[src/rtl/utfp_pkg.sv]
// Shared types and constants for the form body timing parser.
package utfp_pkg;

  localparam int KEY_COUNT = 5;
  localparam int KEY_LEN   = 6;
  localparam int VAL_W     = 14;

  localparam logic [2:0] NAME_SKIP = 3'd7;
  localparam logic [2:0] NAME_EQ   = 3'd6;
  localparam logic [4:0] ALL_KEYS  = 5'h1F;

  localparam logic [7:0] CHAR_AMP  = 8'h26;
  localparam logic [7:0] CHAR_EQ   = 8'h3D;
  localparam logic [7:0] CHAR_ZERO = 8'h30;
  localparam logic [7:0] CHAR_NINE = 8'h39;

  // Key names: b0h_ns, b0p_ns, b1h_ns, b1p_ns, rst_us
  localparam logic [7:0] KEY_TEXT [KEY_COUNT][KEY_LEN] = '{
    '{8'h62, 8'h30, 8'h68, 8'h5F, 8'h6E, 8'h73},
    '{8'h62, 8'h30, 8'h70, 8'h5F, 8'h6E, 8'h73},
    '{8'h62, 8'h31, 8'h68, 8'h5F, 8'h6E, 8'h73},
    '{8'h62, 8'h31, 8'h70, 8'h5F, 8'h6E, 8'h73},
    '{8'h72, 8'h73, 8'h74, 8'h5F, 8'h75, 8'h73}
  };

  typedef struct packed {
    logic                               form_ok;
    logic [KEY_COUNT-1:0][VAL_W-1:0]    values;
  } result_t;

endpackage

[src/rtl/utfp_in_if.sv]
// Input channel: one body byte per beat.
interface utfp_in_if;
  logic       valid;
  logic       ready;
  logic [7:0] body_byte;
  logic       last_byte;

  modport source (output valid, output body_byte, output last_byte, input ready);
  modport sink   (input valid, input body_byte, input last_byte, output ready);
endinterface

[src/rtl/utfp_out_if.sv]
// Output channel: one parse result per beat.
interface utfp_out_if;
  logic        valid;
  logic        ready;
  logic        form_ok;
  logic [13:0] zero_high_time;
  logic [13:0] zero_period_time;
  logic [13:0] one_high_time;
  logic [13:0] one_period_time;
  logic [13:0] latch_time;

  modport source (output valid, output form_ok, output zero_high_time,
                  output zero_period_time, output one_high_time,
                  output one_period_time, output latch_time, input ready);
  modport sink   (input valid, input form_ok, input zero_high_time,
                  input zero_period_time, input one_high_time,
                  input one_period_time, input latch_time, output ready);
endinterface

[src/rtl/utfp_parse_core.sv]
// Per-byte field scanner: key match, value conversion and result build.
module utfp_parse_core #(
  parameter int MAX_DIGITS = 4
) (
  input  logic                clk,
  input  logic                rst,
  input  logic                fire,
  input  logic [7:0]          body_byte,
  input  logic                last_byte,
  output utfp_pkg::result_t   result
);

  localparam logic [2:0] MAX_DIG = 3'(MAX_DIGITS);
  localparam int VW = utfp_pkg::VAL_W;
  localparam int NK = utfp_pkg::KEY_COUNT;

  logic [2:0]    name_position;
  logic [4:0]    key_match_mask;
  logic          in_value;
  logic [2:0]    value_key;
  logic [2:0]    digit_count;
  logic          value_bad;
  logic [VW-1:0] accumulator;
  logic [4:0]    found_mask;
  logic          any_bad;
  logic [VW-1:0] stored_values [NK];

  logic [2:0]    t_np;
  logic [4:0]    t_mask;
  logic          t_inv;
  logic [2:0]    t_vk;
  logic [2:0]    t_dc;
  logic          t_bad;
  logic [VW-1:0] t_acc;

  logic          e_inv;
  logic [2:0]    e_vk;
  logic [2:0]    e_dc;
  logic          e_bad;
  logic [VW-1:0] e_acc;

  logic          is_amp;
  logic          is_digit;
  logic          close_field;
  logic          write_value;
  logic          bad_now;
  logic [2:0]    first_key;
  logic [4:0]    found_next;
  logic          any_bad_next;
  logic          ok;
  logic [VW-1:0] acc_times_ten;

  assign is_amp   = (body_byte == utfp_pkg::CHAR_AMP);
  assign is_digit = (body_byte >= utfp_pkg::CHAR_ZERO) && (body_byte <= utfp_pkg::CHAR_NINE);
  assign acc_times_ten = (accumulator << 3) + (accumulator << 1);

  // Lowest matching key wins; falls to the last key when none match.
  always_comb begin
    first_key = 3'(NK - 1);
    for (int k = NK - 2; k >= 0; k--) begin
      if (key_match_mask[k]) first_key = 3'(k);
    end
  end

  always_comb begin
    t_np   = name_position;
    t_mask = key_match_mask;
    t_inv  = in_value;
    t_vk   = value_key;
    t_dc   = digit_count;
    t_bad  = value_bad;
    t_acc  = accumulator;
    if (!is_amp) begin
      if (in_value) begin
        if (is_digit && (digit_count < MAX_DIG)) begin
          t_acc = acc_times_ten + VW'(body_byte[3:0]);
          t_dc  = digit_count + 3'd1;
        end else begin
          t_bad = 1'b1;
        end
      end else if (name_position < utfp_pkg::NAME_EQ) begin
        for (int k = 0; k < NK; k++) begin
          if (utfp_pkg::KEY_TEXT[k][name_position] != body_byte) t_mask[k] = 1'b0;
        end
        t_np = name_position + 3'd1;
      end else if (name_position == utfp_pkg::NAME_EQ) begin
        t_np = utfp_pkg::NAME_SKIP;
        if ((body_byte == utfp_pkg::CHAR_EQ) && (key_match_mask != 5'd0)
            && !found_mask[first_key]) begin
          t_inv = 1'b1;
          t_vk  = first_key;
        end
      end
    end
  end

  // '&' closes the field as it stood before this byte; the end of body closes it after.
  always_comb begin
    if (is_amp) begin
      e_inv = in_value;
      e_vk  = value_key;
      e_dc  = digit_count;
      e_bad = value_bad;
      e_acc = accumulator;
    end else begin
      e_inv = t_inv;
      e_vk  = t_vk;
      e_dc  = t_dc;
      e_bad = t_bad;
      e_acc = t_acc;
    end
  end

  assign close_field  = is_amp || last_byte;
  assign write_value  = close_field && e_inv && (e_dc != 3'd0) && !e_bad;
  assign bad_now      = close_field && e_inv && ((e_dc == 3'd0) || e_bad);
  assign found_next   = found_mask | ((close_field && e_inv) ? 5'(5'b1 << e_vk) : 5'd0);
  assign any_bad_next = any_bad | bad_now;
  assign ok           = (found_next == utfp_pkg::ALL_KEYS) && !any_bad_next;

  always_comb begin
    result.form_ok = ok;
    for (int k = 0; k < NK; k++) begin
      if (!ok) begin
        result.values[k] = '0;
      end else if (write_value && (e_vk == 3'(k))) begin
        result.values[k] = e_acc;
      end else begin
        result.values[k] = stored_values[k];
      end
    end
  end

  always_ff @(posedge clk) begin
    if (rst) begin
      name_position  <= 3'd0;
      key_match_mask <= utfp_pkg::ALL_KEYS;
      in_value       <= 1'b0;
      value_key      <= 3'd0;
      digit_count    <= 3'd0;
      value_bad      <= 1'b0;
      accumulator    <= '0;
      found_mask     <= 5'd0;
      any_bad        <= 1'b0;
    end else if (fire) begin
      if (close_field) begin
        name_position  <= 3'd0;
        key_match_mask <= utfp_pkg::ALL_KEYS;
        in_value       <= 1'b0;
        value_key      <= 3'd0;
        digit_count    <= 3'd0;
        value_bad      <= 1'b0;
        accumulator    <= '0;
      end else begin
        name_position  <= t_np;
        key_match_mask <= t_mask;
        in_value       <= t_inv;
        value_key      <= t_vk;
        digit_count    <= t_dc;
        value_bad      <= t_bad;
        accumulator    <= t_acc;
      end
      found_mask <= last_byte ? 5'd0 : found_next;
      any_bad    <= last_byte ? 1'b0 : any_bad_next;
    end
  end

  always_ff @(posedge clk) begin
    if (fire && write_value) stored_values[e_vk] <= e_acc;
  end

endmodule

[src/rtl/urlencoded_timing_form_parser.sv]
// Top level: input beat register, field scanner and result register.
// The last byte passes the input register; its result then loads the result register.
// Throughput: one body byte per cycle; the scanner updates once per byte.
// A pending result stalls only the final byte of the next body, never its other bytes.
// Reset (rst, synchronous): empties both registers and returns the scanner to the
// start of a body; stored field values are not cleared.
module urlencoded_timing_form_parser #(
  parameter int MAX_DIGITS = 4
) (
  input  logic      clk,
  input  logic      rst,
  utfp_in_if.sink   form_in,
  utfp_out_if.source form_out
);

  logic              in_valid;
  logic [7:0]        body_byte;
  logic              last_byte;
  logic              advance;
  logic              out_valid;
  utfp_pkg::result_t result;
  utfp_pkg::result_t out_data;

  // Bytes that make no result never wait on the output side.
  assign advance       = in_valid && (!last_byte || !out_valid || form_out.ready);
  assign form_in.ready = !in_valid || advance;

  utfp_parse_core #(.MAX_DIGITS(MAX_DIGITS)) u_core (
    .clk       (clk),
    .rst       (rst),
    .fire      (advance),
    .body_byte (body_byte),
    .last_byte (last_byte),
    .result    (result)
  );

  always_ff @(posedge clk) begin
    if (rst) begin
      in_valid <= 1'b0;
    end else if (form_in.ready) begin
      in_valid <= form_in.valid;
    end
  end

  always_ff @(posedge clk) begin
    if (form_in.valid && form_in.ready) begin
      body_byte <= form_in.body_byte;
      last_byte <= form_in.last_byte;
    end
  end

  always_ff @(posedge clk) begin
    if (rst) begin
      out_valid <= 1'b0;
    end else if (advance && last_byte) begin
      out_valid <= 1'b1;
    end else if (form_out.ready) begin
      out_valid <= 1'b0;
    end
  end

  always_ff @(posedge clk) begin
    if (advance && last_byte) out_data <= result;
  end

  assign form_out.valid            = out_valid;
  assign form_out.form_ok          = out_data.form_ok;
  assign form_out.zero_high_time   = out_data.values[0];
  assign form_out.zero_period_time = out_data.values[1];
  assign form_out.one_high_time    = out_data.values[2];
  assign form_out.one_period_time  = out_data.values[3];
  assign form_out.latch_time       = out_data.values[4];

endmodule

[src/flat_wrapper.sv]
// flat-port wrapper written by rule: the top's interface ports become plain ports
module urlencoded_timing_form_parser_flat 
#(
  parameter int MAX_DIGITS = 4
)
  (clk, rst, form_in_valid, form_in_body_byte, form_in_last_byte, form_in_ready, form_out_valid, form_out_form_ok, form_out_zero_high_time, form_out_zero_period_time, form_out_one_high_time, form_out_one_period_time, form_out_latch_time, form_out_ready);
  utfp_in_if form_in_i ();
  utfp_out_if form_out_i ();
  input  logic clk;
  input  logic rst;
  input wire logic [$bits(form_in_i.valid)-1:0] form_in_valid;
  input wire logic [$bits(form_in_i.body_byte)-1:0] form_in_body_byte;
  input wire logic [$bits(form_in_i.last_byte)-1:0] form_in_last_byte;
  output wire logic [$bits(form_in_i.ready)-1:0] form_in_ready;
  output wire logic [$bits(form_out_i.valid)-1:0] form_out_valid;
  output wire logic [$bits(form_out_i.form_ok)-1:0] form_out_form_ok;
  output wire logic [$bits(form_out_i.zero_high_time)-1:0] form_out_zero_high_time;
  output wire logic [$bits(form_out_i.zero_period_time)-1:0] form_out_zero_period_time;
  output wire logic [$bits(form_out_i.one_high_time)-1:0] form_out_one_high_time;
  output wire logic [$bits(form_out_i.one_period_time)-1:0] form_out_one_period_time;
  output wire logic [$bits(form_out_i.latch_time)-1:0] form_out_latch_time;
  input wire logic [$bits(form_out_i.ready)-1:0] form_out_ready;
  assign form_in_i.valid = form_in_valid;
  assign form_in_i.body_byte = form_in_body_byte;
  assign form_in_i.last_byte = form_in_last_byte;
  assign form_in_ready = form_in_i.ready;
  assign form_out_valid = form_out_i.valid;
  assign form_out_form_ok = form_out_i.form_ok;
  assign form_out_zero_high_time = form_out_i.zero_high_time;
  assign form_out_zero_period_time = form_out_i.zero_period_time;
  assign form_out_one_high_time = form_out_i.one_high_time;
  assign form_out_one_period_time = form_out_i.one_period_time;
  assign form_out_latch_time = form_out_i.latch_time;
  assign form_out_i.ready = form_out_ready;
  urlencoded_timing_form_parser #(.MAX_DIGITS(MAX_DIGITS)) u_core (.clk(clk), .rst(rst), .form_in(form_in_i), .form_out(form_out_i));
endmodule
[config.mk]
export PLATFORM = sky130hd
export DESIGN_NAME = urlencoded_timing_form_parser_flat
export DESIGN_NICKNAME = d
export VERILOG_FILES = /design/src/rtl/utfp_pkg.sv /design/src/rtl/utfp_in_if.sv /design/src/rtl/utfp_out_if.sv /design/src/rtl/utfp_parse_core.sv /design/src/rtl/urlencoded_timing_form_parser.sv /design/src/flat_wrapper.sv
export SDC_FILE = /design/constraint.sdc
export NUM_CORES = 1
export LEC_CHECK = 0
export BUFFER_PORTS_ARGS = -buffer_cell sky130_fd_sc_hd__buf_2
export CORE_AREA = 2 2 131 133
export DETAILED_ROUTE_END_ITERATION = 8
export DIE_AREA = 0 0 133 135
export PLACE_DENSITY = 0.69
export SLEW_MARGIN = 40
export SYNTH_ARGS = -nofsm -noshare
export SYNTH_HDL_FRONTEND = slang
export SYNTH_SLANG_ARGS = --single-unit
[constraint.sdc]
create_clock -name clk -period 3.95 [get_ports clk]
set_input_delay 0.79 -clock clk [delete_from_list [all_inputs] [get_ports clk]]
set_output_delay 0.79 -clock clk [all_outputs]
set_load 0.02 [all_outputs]
==> impl_metrics.json <==
{
  "status": "finished clean",
  "nets": 858,
  "yosysTopAreaCellShare_pct": 52.17,
  "timing.hold.ws_ns": 0.4968,
  "clkTransAtPathRegs_ns": 0.07,
  "pin_count": 86,
  "rsz0062_at_grt": "false",
  "slew_violations": 0,
  "die-area_um2": 17960,
  "cap_violations": 0,
  "crit_type": "flop to flop",
  "timing.final.ws_setup_ns": 0.2324,
  "max-slew-margin-rel_pct": 46.33,
  "firstDrtPassIters": 5,
  "synthTopCellsByCount": "edfxtp_1, nor2_1, nand2_1",
  "initial_utilization_pct": 52.62,
  "diodes": 0,
  "io_buffers": 85,
  "vias": 5806,
  "grt_max_degree": 57,
  "dpl_worst_slack_ns": 0.2979,
  "use_met3_pct": 3.604,
  "overflow": 0,
  "tightest_slew_ns": 0.8050,
  "cpPeakStageDelay_ns": 0.89,
  "cts-root-buf": "clkbuf_16",
  "instances_no_fill": 1046,
  "power_density_nw_per_um2": 385.0,
  "hold_depth": 2,
  "period_minus_slack_ns": 3.718,
  "skew_ns": 0.01139,
  "grt_busiest_layer": "met2",
  "synth.most_common_cell": "edfxtp_1",
  "timing.fmax_mhz": 269.0,
  "setup_viol": 0,
  "syn_area_um2": 8633,
  "wl_um": 17470,
  "ff2ff_setup_slack_ns": 0.23,
  "min_from": "u_core.u_core.key_match_mask[4]$_SDFFE_PP1P_",
  "crit_slowest_cell": "or4b_2",
  "synth_ff_type": "edfxtp_1",
  "synth-seq-cells": 188,
  "yosysSeqAreaShare_pct": 60.99,
  "cp-start-kind": "flop",
  "worst_setup_path_end_kind": "flop",
  "avgViaCountPerCell": 5.551,
  "holdPathEnd": "u_core.u_core.key_match_mask[4]$_SDFFE_PP1P_",
  "h-tree-depth": 4,
  "grt_pass1_wl_um": 29100,
  "drt_iter0_drc": 325,
  "finalSetupTns_ns": 0,
  "synthCells": 725,
  "synthesis.nets": 770,
  "finalHoldViolations": 0,
  "netlist_top_cells_area": "edfxtp_1, dfxtp_1, mux2i_1",
  "die-width_um": 133,
  "ctsLongestPathBuffers": 2,
  "postPlaceCellArea_um2": 9366,
  "rows": 47,
  "path_max_fanout": 56,
  "chipHeight_um": 135,
  "area_growth_syn_to_layout_pct": 14.96,
  "cts_buffers": 17,
  "layout_worst_path_cycle_share_pct": 94.12,
  "drc_errors": 0,
  "place.gp.congestion": 0.8730,
  "coreArea_um2": 16410,
  "holdCritPathClass": "flop to flop",
  "grtUsageTotal_pct": 20.62,
  "syn_avg_cell_area_um2": 11.91,
  "stdcell_area_um2": 9925,
  "use_met1_pct": 26.98,
  "synthArstFlopShare_pct": 0,
  "rr_worst_depth": 9,
  "cp.required_ns": 4.21,
  "path_cells": "nand4bb_4 -> nor4_4 -> o211ai_2 -> mux2i_1 -> and3_1 -> nor2_1 -> or4b_2 -> buf_12 -> a21oi_1",
  "routedWlPerCell_um": 16.71,
  "r2r-end": "u_core.form_out.zero_high_time[4]$_SDFFCE_PN0P_",
  "antenna_found_initial": 0,
  "ir_drop_v": 0.0003039,
  "synth_top_area_cell": "edfxtp_1",
  "met2_usage_pct": 35.09,
  "yosys_warnings": 0,
  "rr_startpoint": "u_core.body_byte[2]$_DFFE_PP_",
  "drive_gt1_share_pct": 18.52,
  "cts_tree": "built",
  "synth.distinct_cells": 63,
  "dp_hpwl_um": 12120,
  "cp.arrival_ns": 3.97,
  "p_leak_nw": 3.881,
  "ant_nets": 0,
  "first_global_vias": 5716,
  "synth_edf_count": 150,
  "clock_latency_ns": 0.43,
  "dp_cells": 1014,
  "clkSinkCount": 188
}
timing repair:
item | in CTS | in global routing
endpoints found under the setup margin | 0 | 1
resized for setup | 0 | 1
hold buffers | 0 | 0
setup buffers | 0 | 0
report_power, final:
part           total [mW]  internal (mW)  switching, mW
Combinational       0.113         0.0386         0.0746
Clock                1.56          0.815          0.743
Sequential           2.15           2.13         0.0188
sequential cells by signal, indices dropped and copies added (netlist names), 5 cells and up:
register	cells
u_core.body_byte	8
u_core.form_out.latch_time	14
u_core.form_out.one_high_time	14
u_core.form_out.one_period_time	14
u_core.form_out.zero_high_time	14
u_core.form_out.zero_period_time	14
u_core.u_core.accumulator	14
u_core.u_core.found_mask	5
u_core.u_core.key_match_mask	5
u_core.u_core.stored_values	70
layout by cell type, fill, tap and decap left out, drive strengths merged, types with 5 or more instances in the layout:
master | netlist | routed
inv | 15 | 20
a211oi | 13 | 13
nor2 | 109 | 109
and3 | 7 | 7
and2 | 7 | 7
ha | 30 | 30
buf | 15 | 106
clkbuf | 22 | 17
dfxtp | 38 | 38
a311oi | 5 | 5
xor2 | 11 | 11
nand2b | 8 | 8
a21oi | 42 | 42
o31ai | 5 | 5
edfxtp | 150 | 150
a22oi | 16 | 16
clkinv | 2 | 9
o21ai | 24 | 24
nand2 | 64 | 64
xnor2 | 10 | 10
nor3 | 13 | 13
mux2i | 47 | 47
routing by layer:
layer / vias to the layer above / share of wire, %
met1: 2816 / 45
met4: 0 / 1.6
met3: 20 / 3.3
met5: - / 0
li1: 2846 / -
met2: 124 / 50
worst max-delay path: cells and delay by family, from the launching register on:
family                 cells  cell delay (ns)
flip-flops                 1             0.59
multiplexers               1             0.39
buffers and inverters      1             0.28
AND/OR/NAND/NOR            5             1.83
AO/OA/AOI/OAI              2             0.44
area by class of cell:
| type | count | area, um2 |
|---|---|---|
| Clock inverter | 15 | 115.1 |
| Tap cell | 220 | 275.3 |
| Sequential cell | 188 | 5265 |
| Clock buffer | 17 | 425.4 |
| Fill cell | 1310 | 6482 |
| Timing Repair Buffer | 106 | 620.6 |
| Inverter | 17 | 63.81 |
| Multi-Input combinational cell | 483 | 3159 |
per-stage QoR:
| stage | utilization [%] | total power [mW] |
|---|---|---|
| global route | 60.49 | 3.953 |
| CTS | 60.38 | 3.848 |
| detailed placement | 57.09 | 2.306 |
| global placement | 57.09 | 2.303 |
| floorplan | - | 2.270 |
| finish | 60.49 | 3.820 |
logic make-up after synthesis:
| logic type | Yosys count | synth area share (%) |
|---|---|---|
| AOI/OAI and AO/OA | 140 | 10.72 |
| xor gates and xnor gates | 21 | 2.130 |
| adders and majority gates | 32 | 4.812 |
| buffers and inverters | 54 | 2.638 |
| DFF | 188 | 60.99 |
| muxes | 49 | 5.710 |
| and+or+nand+nor | 241 | 13.00 |
worst max-delay path by stage:
| stage | slack (ns) | startpoint | end |
|---|---|---|---|
| finish | 0.23 | u_core.body_byte[2]$_DFFE_PP_ | u_core.form_out.zero_high_time[4]$_SDFFCE_PN0P_ |
| global route | 0.04 | u_core.u_core.name_position[1]$_SDFFE_PP0P_ | u_core.form_out.zero_high_time[4]$_SDFFCE_PN0P_ |
| CTS | 0.25 | u_core.body_byte[2]$_DFFE_PP_ | u_core.form_out.zero_high_time[4]$_SDFFCE_PN0P_ |
| detailed placement | 0.30 | u_core.body_byte[2]$_DFFE_PP_ | u_core.form_out.zero_high_time[4]$_SDFFCE_PN0P_ |
| global placement | 0.41 | u_core.u_core.name_position[1]$_SDFFE_PP0P_ | u_core.form_out.zero_high_time[4]$_SDFFCE_PN0P_ |
| floorplan | 0.58 | form_out_ready | u_core.u_core.any_bad$_SDFFE_PP0P_ |
Power figures use the tool's default switching activity.
